## src/hdl/tlbpid_pkg.sv

```systemverilog
// ----------------------------------------------------------------------------
// tlbpid_pkg
// Shared constants, command codes and cell interface types for the
// pid-tagged LRU translation buffer.
// ----------------------------------------------------------------------------
package tlbpid_pkg;

	localparam int TLB_DEPTH = 16;
	localparam int IDX_W     = (TLB_DEPTH > 1) ? $clog2(TLB_DEPTH) : 1;
	localparam int CFG_W     = 5;
	localparam int CMP_W     = ((CFG_W > IDX_W) ? CFG_W : IDX_W) + 1;
	localparam int TAG_W     = 16;
	localparam int STAMP_W   = 32;
	localparam int OUT_IDX_W = 4;

	localparam logic [CFG_W-1:0] CFG_RESET = 5'd16;

	// commands
	localparam logic [1:0] CMD_LOOKUP = 2'd0;
	localparam logic [1:0] CMD_INSERT = 2'd1;
	localparam logic [1:0] CMD_FLUSH  = 2'd2;
	localparam logic [1:0] CMD_REMOVE = 2'd3;

	// commit operations broadcast to the cells
	localparam logic [1:0] WR_STAMP = 2'd0;
	localparam logic [1:0] WR_FILL  = 2'd1;
	localparam logic [1:0] WR_DROP  = 2'd2;

	typedef struct packed {
		logic [1:0]       cmd;
		logic [TAG_W-1:0] pid;
		logic [TAG_W-1:0] page;
		logic [TAG_W-1:0] frame;
	} req_t;

	// record carried from cell to cell during a sweep
	typedef struct packed {
		logic               tok;
		logic               found;
		logic [IDX_W-1:0]   found_idx;
		logic [TAG_W-1:0]   found_frame;
		logic               free_set;
		logic [IDX_W-1:0]   free_idx;
		logic               lru_set;
		logic [IDX_W-1:0]   lru_idx;
		logic [STAMP_W-1:0] lru_stamp;
		logic [TAG_W-1:0]   lru_pid;
		logic [TAG_W-1:0]   lru_page;
		logic [TAG_W-1:0]   lru_frame;
	} acc_t;

	typedef struct packed {
		logic               en;
		logic [1:0]         op;
		logic [IDX_W-1:0]   idx;
		logic [TAG_W-1:0]   pid;
		logic [TAG_W-1:0]   page;
		logic [TAG_W-1:0]   frame;
		logic [STAMP_W-1:0] stamp;
	} wr_t;

endpackage

```

## src/hdl/tlb_lru_pid_tagged.sv

```systemverilog
// ----------------------------------------------------------------------------
// tlb_lru_pid_tagged
// Fully associative translation buffer tagged by pid and page, with LRU
// replacement, built as a chain of entry cells swept by a search record.
//
//   channel   signals                                   direction
//   input     in_valid/in_ready, command pid page frame  in
//   output    out_valid/out_ready, hit ... evicted_frame out
//   config    cfg_we, cfg_wdata (entries_in_use)         in
//
// an item goes through an accept, a walk of the search record along the
// chain, one cell at a time, and a commit
// the commit waits while the output register still holds an untaken result
// a new item is accepted as soon as the commit is done
// reset clears all valid bits, the use clock and sets entries_in_use to 16
// ----------------------------------------------------------------------------
module tlb_lru_pid_tagged import tlbpid_pkg::*; (
	input  logic                 clk,
	input  logic                 arst_n,
	input  logic                 cfg_we,
	input  logic [CFG_W-1:0]     cfg_wdata,
	input  logic                 in_valid,
	output logic                 in_ready,
	input  logic [1:0]           command,
	input  logic [TAG_W-1:0]     pid,
	input  logic [TAG_W-1:0]     page,
	input  logic [TAG_W-1:0]     frame,
	output logic                 out_valid,
	input  logic                 out_ready,
	output logic                 hit,
	output logic [OUT_IDX_W-1:0] entry_index,
	output logic [TAG_W-1:0]     hit_frame,
	output logic                 inserted,
	output logic                 evicted,
	output logic [TAG_W-1:0]     evicted_pid,
	output logic [TAG_W-1:0]     evicted_page,
	output logic [TAG_W-1:0]     evicted_frame
);

	localparam logic [1:0] ST_IDLE  = 2'd0;
	localparam logic [1:0] ST_SWEEP = 2'd1;
	localparam logic [1:0] ST_DONE  = 2'd2;

	logic [1:0]         state_q;
	logic [IDX_W-1:0]   cnt_q;
	req_t               req_q;
	logic [CFG_W-1:0]   cfg_q;
	logic [STAMP_W-1:0] use_clock_q;
	logic               out_valid_q;

	logic                 hit_q, inserted_q, evicted_q;
	logic [OUT_IDX_W-1:0] entry_index_q;
	logic [TAG_W-1:0]     hit_frame_q, evicted_pid_q, evicted_page_q, evicted_frame_q;

	logic                 hit_d, inserted_d, evicted_d;
	logic [OUT_IDX_W-1:0] entry_index_d;
	logic [TAG_W-1:0]     hit_frame_d, evicted_pid_d, evicted_page_d, evicted_frame_d;
	logic                 take_stamp;

	acc_t acc_head;
	acc_t chain [TLB_DEPTH+1];
	acc_t tail;
	wr_t  wr;
	logic load;
	logic in_xfer;
	logic last_cell;

	assign in_ready  = (state_q == ST_IDLE);
	assign in_xfer   = in_valid && in_ready;
	assign last_cell = (cnt_q == IDX_W'(TLB_DEPTH - 1));
	assign load      = (state_q == ST_DONE) && (!out_valid_q || out_ready);

	always_comb begin
		acc_head     = '0;
		acc_head.tok = (state_q == ST_SWEEP) && (cnt_q == '0);
	end

	assign chain[0] = acc_head;
	assign tail     = chain[TLB_DEPTH];

	for (genvar i = 0; i < TLB_DEPTH; i++) begin : g_cell
		tlbpid_cell u_cell (
			.clk     (clk),
			.arst_n  (arst_n),
			.cell_idx(IDX_W'(i)),
			.cfg     (cfg_q),
			.req     (req_q),
			.wr      (wr),
			.acc_in  (chain[i]),
			.acc_out (chain[i+1])
		);
	end

	// commit: result fields and the single entry write
	always_comb begin
		hit_d           = 1'b0;
		entry_index_d   = '0;
		hit_frame_d     = '0;
		inserted_d      = 1'b0;
		evicted_d       = 1'b0;
		evicted_pid_d   = '0;
		evicted_page_d  = '0;
		evicted_frame_d = '0;
		take_stamp      = 1'b0;
		wr              = '0;
		wr.pid          = req_q.pid;
		wr.page         = req_q.page;
		wr.frame        = req_q.frame;
		wr.stamp        = use_clock_q;
		if (cfg_q != '0) begin
			case (req_q.cmd)
				CMD_LOOKUP: begin
					if (tail.found) begin
						hit_d         = 1'b1;
						entry_index_d = OUT_IDX_W'(tail.found_idx);
						hit_frame_d   = tail.found_frame;
						take_stamp    = 1'b1;
						wr.en         = 1'b1;
						wr.op         = WR_STAMP;
						wr.idx        = tail.found_idx;
					end
				end
				CMD_INSERT: begin
					if (tail.found) begin
						hit_d         = 1'b1;
						entry_index_d = OUT_IDX_W'(tail.found_idx);
						hit_frame_d   = tail.found_frame;
					end else begin
						inserted_d = 1'b1;
						take_stamp = 1'b1;
						wr.en      = 1'b1;
						wr.op      = WR_FILL;
						if (tail.free_set) begin
							wr.idx = tail.free_idx;
						end else begin
							wr.idx          = tail.lru_idx;
							evicted_d       = 1'b1;
							evicted_pid_d   = tail.lru_pid;
							evicted_page_d  = tail.lru_page;
							evicted_frame_d = tail.lru_frame;
						end
						entry_index_d = OUT_IDX_W'(wr.idx);
					end
				end
				CMD_REMOVE: begin
					if (tail.found) begin
						hit_d         = 1'b1;
						entry_index_d = OUT_IDX_W'(tail.found_idx);
						hit_frame_d   = tail.found_frame;
						wr.en         = 1'b1;
						wr.op         = WR_DROP;
						wr.idx        = tail.found_idx;
					end
				end
				default: begin
					// flush is done by the cells during the sweep
				end
			endcase
		end
		wr.en = wr.en && load;
	end

	always_ff @(posedge clk or negedge arst_n) begin
		if (!arst_n) begin
			state_q     <= ST_IDLE;
			cnt_q       <= '0;
			cfg_q       <= CFG_RESET;
			use_clock_q <= '0;
			out_valid_q <= 1'b0;
		end else begin
			if (cfg_we) begin
				cfg_q <= cfg_wdata;
			end
			if (load) begin
				out_valid_q <= 1'b1;
			end else if (out_ready) begin
				out_valid_q <= 1'b0;
			end
			case (state_q)
				ST_IDLE: begin
					if (in_xfer) begin
						state_q <= ST_SWEEP;
						cnt_q   <= '0;
					end
				end
				ST_SWEEP: begin
					cnt_q <= cnt_q + 1'b1;
					if (last_cell) begin
						state_q <= ST_DONE;
					end
				end
				ST_DONE: begin
					if (load) begin
						state_q <= ST_IDLE;
						if (take_stamp && use_clock_q != '1) begin
							use_clock_q <= use_clock_q + 1'b1;
						end
					end
				end
				default: begin
					state_q <= ST_IDLE;
				end
			endcase
		end
	end

	always_ff @(posedge clk) begin
		if (in_xfer) begin
			req_q.cmd   <= command;
			req_q.pid   <= pid;
			req_q.page  <= page;
			req_q.frame <= frame;
		end
		if (load) begin
			hit_q           <= hit_d;
			entry_index_q   <= entry_index_d;
			hit_frame_q     <= hit_frame_d;
			inserted_q      <= inserted_d;
			evicted_q       <= evicted_d;
			evicted_pid_q   <= evicted_pid_d;
			evicted_page_q  <= evicted_page_d;
			evicted_frame_q <= evicted_frame_d;
		end
	end

	assign out_valid     = out_valid_q;
	assign hit           = hit_q;
	assign entry_index   = entry_index_q;
	assign hit_frame     = hit_frame_q;
	assign inserted      = inserted_q;
	assign evicted       = evicted_q;
	assign evicted_pid   = evicted_pid_q;
	assign evicted_page  = evicted_page_q;
	assign evicted_frame = evicted_frame_q;

	a_evict_is_insert: assert property (@(posedge clk) disable iff (!arst_n)
		out_valid_q && evicted_q |-> inserted_q)
		else $error("eviction reported without an insert");

	a_hit_not_insert: assert property (@(posedge clk) disable iff (!arst_n)
		out_valid_q |-> !(hit_q && inserted_q))
		else $error("insert reported as both hit and written");

	a_clock_monotonic: assert property (@(posedge clk) disable iff (!arst_n)
		1'b1 |=> use_clock_q >= $past(use_clock_q))
		else $error("use clock went backward");

	a_sweep_start: assert property (@(posedge clk) disable iff (!arst_n)
		in_xfer |=> state_q == ST_SWEEP && cnt_q == '0)
		else $error("sweep did not start after input transfer");

	a_tail_arrives: assert property (@(posedge clk) disable iff (!arst_n)
		state_q == ST_SWEEP && last_cell |=> tail.tok)
		else $error("search record did not reach the end of the chain");

endmodule

```

## src/hdl/tlbpid_cell.sv

```systemverilog
// ----------------------------------------------------------------------------
// tlbpid_cell
// One translation entry. Folds its own tag, free state and stamp into the
// sweep record passed on to the next cell, and applies commit writes and flushes.
// ----------------------------------------------------------------------------
module tlbpid_cell import tlbpid_pkg::*; (
	input  logic             clk,
	input  logic             arst_n,
	input  logic [IDX_W-1:0] cell_idx,
	input  logic [CFG_W-1:0] cfg,
	input  req_t             req,
	input  wr_t              wr,
	input  acc_t             acc_in,
	output acc_t             acc_out
);

	logic               valid_q;
	logic [TAG_W-1:0]   pid_q;
	logic [TAG_W-1:0]   page_q;
	logic [TAG_W-1:0]   frame_q;
	logic [STAMP_W-1:0] stamp_q;
	logic               tok_q;
	acc_t               data_q;
	acc_t               acc_d;
	logic               en;
	logic               pid_eq;
	logic               match;
	logic               wr_hit;
	logic               flush_hit;

	assign en        = CMP_W'(cfg) > CMP_W'(cell_idx);
	assign pid_eq    = valid_q && en && (pid_q == req.pid);
	assign match     = pid_eq && (page_q == req.page);
	assign wr_hit    = wr.en && (wr.idx == cell_idx);
	assign flush_hit = acc_in.tok && (req.cmd == CMD_FLUSH) && pid_eq;

	always_comb begin
		acc_d = acc_in;
		if (en) begin
			if (match && !acc_in.found) begin
				acc_d.found       = 1'b1;
				acc_d.found_idx   = cell_idx;
				acc_d.found_frame = frame_q;
			end
			if (!valid_q && !acc_in.free_set) begin
				acc_d.free_set = 1'b1;
				acc_d.free_idx = cell_idx;
			end
			// strict compare keeps the lowest index on a tie
			if (valid_q && (!acc_in.lru_set || stamp_q < acc_in.lru_stamp)) begin
				acc_d.lru_set   = 1'b1;
				acc_d.lru_idx   = cell_idx;
				acc_d.lru_stamp = stamp_q;
				acc_d.lru_pid   = pid_q;
				acc_d.lru_page  = page_q;
				acc_d.lru_frame = frame_q;
			end
		end
	end

	always_ff @(posedge clk or negedge arst_n) begin
		if (!arst_n) begin
			valid_q <= 1'b0;
			tok_q   <= 1'b0;
		end else begin
			tok_q <= acc_in.tok;
			if (flush_hit) begin
				valid_q <= 1'b0;
			end else if (wr_hit && wr.op == WR_FILL) begin
				valid_q <= 1'b1;
			end else if (wr_hit && wr.op == WR_DROP) begin
				valid_q <= 1'b0;
			end
		end
	end

	always_ff @(posedge clk) begin
		if (acc_in.tok) begin
			data_q <= acc_d;
		end
		if (wr_hit && wr.op == WR_FILL) begin
			pid_q   <= wr.pid;
			page_q  <= wr.page;
			frame_q <= wr.frame;
		end
		if (wr_hit && (wr.op == WR_FILL || wr.op == WR_STAMP)) begin
			stamp_q <= wr.stamp;
		end
	end

	always_comb begin
		acc_out     = data_q;
		acc_out.tok = tok_q;
	end

endmodule

```

## config.mk

```make
export PLATFORM = sky130hd
export DESIGN_NAME = tlb_lru_pid_tagged
export DESIGN_NICKNAME = d
export VERILOG_FILES = /design/src/hdl/tlbpid_pkg.sv /design/src/hdl/tlb_lru_pid_tagged.sv /design/src/hdl/tlbpid_cell.sv
export SDC_FILE = /design/constraint.sdc
export NUM_CORES = 2
export LEC_CHECK = 0
export BUFFER_PORTS_ARGS = -buffer_cell sky130_fd_sc_hd__buf_2
export CORE_AREA = 2 2 519 521
export DETAILED_ROUTE_END_ITERATION = 12
export DIE_AREA = 0 0 521 523
export PLACE_DENSITY = 0.73
export SETUP_SLACK_MARGIN = 0.2
export SLEW_MARGIN = 20
export SYNTH_ARGS = -nofsm -noshare
export SYNTH_HDL_FRONTEND = slang
export SYNTH_SLANG_ARGS = --single-unit
```

## constraint.sdc

```tcl
create_clock -name clk -period 17.3 [get_ports clk]
set_input_delay 2.595 -clock clk [delete_from_list [all_inputs] [get_ports clk]]
set_output_delay 2.595 -clock clk [all_outputs]
set_load 0.02 [all_outputs]
```

**Word-level counts from Yosys, hierarchy flattened**

Index checks and enable logic that the tools add are counted.

- Output and inout port bits: 73
- Input bits: 60
- Word-level logic and storage cells: 821
- Register bits after elaboration: 3219

- Bitwise operators: 2
- $lt $le $gt $ge: 31
- Add/sub/neg operators: 2
- Equal/unequal tests: 59
- Multiplexer cells: 133
- Reductions and logical operators: 308

Operators by type and width:

| operator | number |
|---|---|
| two-way mux 111 bit | 15 |
| two-way mux 85 bit | 16 |
| == test 16 bit | 32 |
| < comparator 32 bit | 15 |
| two-way mux 21 bit | 16 |
| logical AND 1 bit | 194 |
| two-way mux 5 bit | 16 |
| logical NOT 1 bit | 61 |
| two-way mux 1 bit | 54 |
| nonzero test 3 bit | 16 |
| > comparator 5 x 4 -> 1 bit (second input constant) | 8 |
| == test 4 bit (second input constant) | 9 |
| adder 32 x 1 -> 32 bit (second input constant) | 1 |
| inequality test 32 bit (second input constant) | 1 |
| two-way mux 7 bit | 4 |
| one-hot mux 7 bit (3 select lines) | 1 |
| > comparator 5 x 3 -> 1 bit (second input constant) | 4 |
| logical OR 1 bit | 17 |
| == test 4 x 3 -> 1 bit (second input constant) | 4 |
| two-way mux 4 bit | 4 |
| one-hot mux 4 bit (2 select lines) | 2 |
| > comparator 5 x 1 -> 1 bit (second input constant) | 2 |
| > comparator 5 x 2 -> 1 bit (second input constant) | 2 |
| AND reduction 2 bit | 5 |
| other kinds (19) | 36 |

**Longest topological paths before layout**

- Word-level depth: 10
- Depth in mapped cells: 11

**Modules after synthesis**

From an unflattened synthesis, not the netlist that was laid out.

- Cells, all modules: 8558
- Area, all modules: 142180.1 sq um

By module, submodules not included:

| module | area each (sq um) | cells each | times used |
|---|---|---|---|
| tlbpid_cell (g_cell[0].u_cell ...) | 8478.1 | 508 | 10 |
| tlbpid_cell (g_cell[4].u_cell ...) | 8476.9 | 507 | 6 |
| tlb_lru_pid_tagged | 6537.5 | 436 | 1 |

**Worst setup path after synthesis**

OpenSTA, ideal clock, no wires.

- Path type: flip-flop to flip-flop
- Start: register state_q[1]
- End: register g_cell[0].u_cell.tok_q
- Cell stages (with the launch flop): 3
- Library setup time: 1154 ps
- Setup slack: 5320 ps
- Buffers on the path: 0
- Required time: 16146 ps
- Clock period less this slack: 11980 ps
- Data arrival time: 10826 ps
- Cell sequence: dfrtp_1 nand2b_1 nor4b_1

RTL lines:

| what | RTL line | RTL |
|---|---|---|
| start: declaration | tlb_lru_pid_tagged.sv:44 | `logic [1:0] state_q;` |
| start signal: assignment | tlb_lru_pid_tagged.sv:165 | `state_q <= ST_IDLE;` |
| start signal: assignment | tlb_lru_pid_tagged.sv:182 | `state_q <= ST_SWEEP;` |
| start signal: assignment | tlb_lru_pid_tagged.sv:189 | `state_q <= ST_DONE;` |
| end signal: assignment | tlbpid_cell.sv:66 | `tok_q <= acc_in.tok;` |
| end: declaration | tlbpid_cell.sv:22 | `logic tok_q;` |

**Final worst setup path**

- Start: input out_ready
- End: register g_cell[6].u_cell.stamp_q[12], enable pin

- Word-level cells in the longest chain between the ends: 5

Ends and longest elaborated chain:

| what | RTL line | RTL |
|---|---|---|
| start: declaration | tlb_lru_pid_tagged.sv:29 | `input logic out_ready,` |
| logical OR 1 bit | tlb_lru_pid_tagged.sv:71 | `assign load = (state_q == ST_DONE) && (!out_valid_q \|\| out_ready);` |
| logical AND 1 bit | tlb_lru_pid_tagged.sv:71 |  |
| logical AND 1 bit | tlb_lru_pid_tagged.sv:160 | `wr.en = wr.en && load;` |
| logical AND 1 bit | tlbpid_cell.sv:34 | `assign wr_hit = wr.en && (wr.idx == cell_idx);` |
| logical AND 1 bit | tlbpid_cell.sv:86 | `if (wr_hit && (wr.op == WR_FILL \|\| wr.op == WR_STAMP)) begin` |
| end signal: assignment | tlbpid_cell.sv:87 | `stamp_q <= wr.stamp;` |
| end: declaration | tlbpid_cell.sv:21 | `logic [STAMP_W-1:0] stamp_q;` |

Every way passes these cells.
A chain may end at the register's enable or synchronous reset.

==> impl_metrics.yaml <==
sta:
  timing.final.crit_share_pct: 28.3
  finalSetupViolCount: 0
  slew_headroom_pct: 21.6
  hold_viol_final: 0
  fin_setup_tns_ps: 0
  max_freq_ghz: 0.204
  worst_hold_slack_ps: 490
  clock-skew-final_ps: 55.5
  final_period_minus_worst_setup_slack_ps: 4900
  finalMaxSlewViolations: 0
  tightestPinTransition_ps: 1180
  rsz0062_at_grt: "false"
floorplan:
  floorplan.die_area_um2: 272000
  start_util_pct: 56.7
  floorplan.die.height_um: 523
  die_w_um: 521
  std_cell_rows: 190
  core_area_um2: 267000
  ioPinCount: 133
power:
  leakage_nw: 55.4
  post-layout-total-power_mw: 21.0
  power.density_nw_per_um2: 127
  power.ir.vdd_worst_mv: 0.111
yosys:
  ys.warnings.count: 0
  synth_cell_type_count: 93
  synth_xor_xnor_area_share_pct: 3.14
  number_of_synthesized_flops_with_an_enable_pin: 3099
  synthAdderAreaFrac_pct: 3.91
  muxShareOfSynthArea_pct: 6.41
  synth_top_cell_area_share_pct: 61.5
  synth.cell_area_um2: 151000
  synth-compound-area-share_pct: 8.40
  main_synth_ff_type: "sky130_fd_sc_hd__edfxtp_1"
  synth_seq_cells: 3174
  synthArstFlopShare_pct: 2.36
  ys_seq_area_share_pct: 62.7
  synth_largest_area_cell: "sky130_fd_sc_hd__edfxtp_1"
  synth.net_count: 12200
  synth.top_cells.by_area: "sky130_fd_sc_hd__edfxtp_1 62%, sky130_fd_sc_hd__mux2_2 5.6%, sky130_fd_sc_hd__ha_1 3.9%"
  syn_inst: 11700
  synth_top_family_by_area: "simple AND/OR/NAND/NOR gates"
  post_synth_and_or_nand_nor_area_fraction_pct: 11.9
  avgSynthCellArea_um2: 13.0
clocking:
  cts_hold_buf: 0
  cts.sink_count: 3174
  h_tree_levels: 5
  cts_tree: "done"
  master_cell_of_the_clock_root_buffer: "sky130_fd_sc_hd__clkbuf_16"
  clk_pin_slew_worst_paths_ps: 60
  worst_skew_pair.late_latency_ps: 960
  ctsResizeCount: 0
  cts.repair_timing.setup_buffer_count: 0
  cts-root-to-sink-buffers: 4
  cts_inserted_buffers: 339
worst_hold_path:
  cell_depth_of_the_worst_hold_path: 1
  worst_hold_path_type: "flip-flop to flip-flop"
critical_path:
  crit_arrival_ps: 5440
  rr_worst_depth: 7
  worst-setup-path-type: "input pin to flip-flop"
  worst-endpoint-required_ps: 17840
  start_kind: "input pin"
  worstSetupEndpointType: "flip-flop"
  worstPathMaxFanout: 32
place:
  numPortBuffers: 132
  place.detailed.hpwl_mm: 226
  gp_congestion: 0.896
global_routing:
  grt_pass1_vias: 93500
  first_pass_grt_wire_length_mm: 520
  grt_antenna_before_repair: 10
  globalRoute.totalOverflow: 0
  maximum_number_of_pins_on_one_net_before_global_route_repair: 243
  grt_use_total_pct: 23.8
layout:
  commonest_cells_after_routing_fill_and_taps_aside: "3,099 x sky130_fd_sc_hd__edfxtp_1, 1,414 x sky130_fd_sc_hd__nand2_1, 754 x sky130_fd_sc_hd__mux2_2"
  multi_input_comb_area_um2: 51600
  fin_nets: 12100
  layout-drive-gt1-share_pct: 14.7
  filler_cell_count: 19200
  mostFrequentLayoutCell: "sky130_fd_sc_hd__edfxtp_1"
  flow.area_growth_from_synthesis_pct: 9.51
  layout_utilization_pct: 62.1
  area.sequential_um2: 95000
route:
  drcViolationCount: 0
  antenna_violating_nets_post_route: 0
  drt_pre_antenna_iters: 8
  drt_iter0_markers: 8661
  wl_per_cell_um: 21.5
  viasPerCell: 6.17
  wirelength_mm: 330
  via_count: 94600
status:
  run_status: "complete, no violations"
job:
  max_cap_viol_count: 0
-- synth_stat cells (all sizes together) (53+ instances only) --
master  number
edfxtp    3099
nand2     1418
mux2       857
nand3      647
clkbuf     605
a31oi      574
o311ai     569
nand3b     560
inv        489
ha         473
xnor2      399
o21ai      312
buf        205
a21oi      200
and2       177
nand4      170
xor2       144
nor2       133
or2         75
dfrtp       74
nor4        70
nor2b       53
-- area by class of cell --
class | instances | share of cell area, %
flip-flops and latches | 3174 | 57.3
multi-input cells | 7205 | 31.2
clock buffers | 438 | 5.54
well taps | 3552 | 2.68
repair buffers | 312 | 1.30
inverters | 489 | 1.11
clock inverters | 157 | 0.851
diodes | 7 | 0.0106
-- worst paths after layout --
| kind | start | endpoint | slack (ps) |
|---|---|---|---|
| max | out_ready | g_cell[6].u_cell.stamp_q[12] | 12400 |
| min | g_cell[14].u_cell.acc_out[108] | g_cell[15].u_cell.acc_out[108] | 490 |
| max reg2reg | req_q[49] | g_cell[6].u_cell.stamp_q[12] | 12470 |
| min reg2reg | g_cell[14].u_cell.acc_out[108] | g_cell[15].u_cell.acc_out[108] | 490 |
| max in group asynchronous | arst_n | g_cell[9].u_cell.tok_q | 14360 |
| min in group asynchronous | arst_n | g_cell[1].u_cell.valid_q | 1560 |
-- kinds of logic (layout without fill, tap and decap cells) --
| logic type | after synthesis | after routing |
|---|---|---|
| compound gates | 1836 | 1836 |
| other cells | 0 | 7 |
| simple gates | 3494 | 3494 |
| fa+ha+maj | 473 | 473 |
| flops | 3174 | 3174 |
| buf+inv | 1299 | 1396 |
| xor+xnor | 543 | 543 |
| mux | 859 | 859 |
-- metal layers --
| metal | track usage, % | share of wire [%] |
|---|---|---|
| met1 | 33.7 | 44 |
| met2 | 38.2 | 46 |
| met3 | 3.58 | 6.9 |
| met4 | 7.71 | 3.0 |
| met5 | 0.329 | 0.047 |
-- critical path, cell delays in order --
cell	delay, ps
sky130_fd_sc_hd__buf_2	80
sky130_fd_sc_hd__nor2b_1	40
sky130_fd_sc_hd__buf_4	200
sky130_fd_sc_hd__a211o_1	420
sky130_fd_sc_hd__nor4b_4	800
sky130_fd_sc_hd__nand2_1	360
sky130_fd_sc_hd__a21oi_4	890
-- per-stage QoR --
step                setup WS, ps  cells  cell area, um^2
floorplan                   5320  11700           151000
global placement           11530  14700           155000
detailed placement         11490  14700           155000
CTS                        12470  15300           166000
global route               12360  15300           166000
finish                     12400  15300           166000
-- state kept, by name (all words and copies together), names as in the netlist, 15 cells and up --
| name | flops |
|---|---|
| g_cell.u_cell.pid_q | 256 |
| g_cell.u_cell.page_q | 256 |
| hit_frame | 16 |
| g_cell.u_cell.valid_q | 16 |
| g_cell.u_cell.acc_out | 1698 |
| g_cell.u_cell.tok_q | 15 |
| evicted_pid | 16 |
| evicted_frame | 16 |
| g_cell.u_cell.frame_q | 256 |
| evicted_page | 16 |
| g_cell.u_cell.stamp_q | 512 |
| req_q | 50 |
| use_clock_q | 32 |
-- report_power, final --
part	leakage (nW)	switching, mW	internal (mW)	total (mW)
sequential	29.1	0.769	10.1	10.8
clock	5.20	2.83	4.10	6.93
combinational	21.1	2.03	1.18	3.21
total	55.4	5.63	15.3	21.0
No activity file was read; power rests on OpenSTA's default activity.
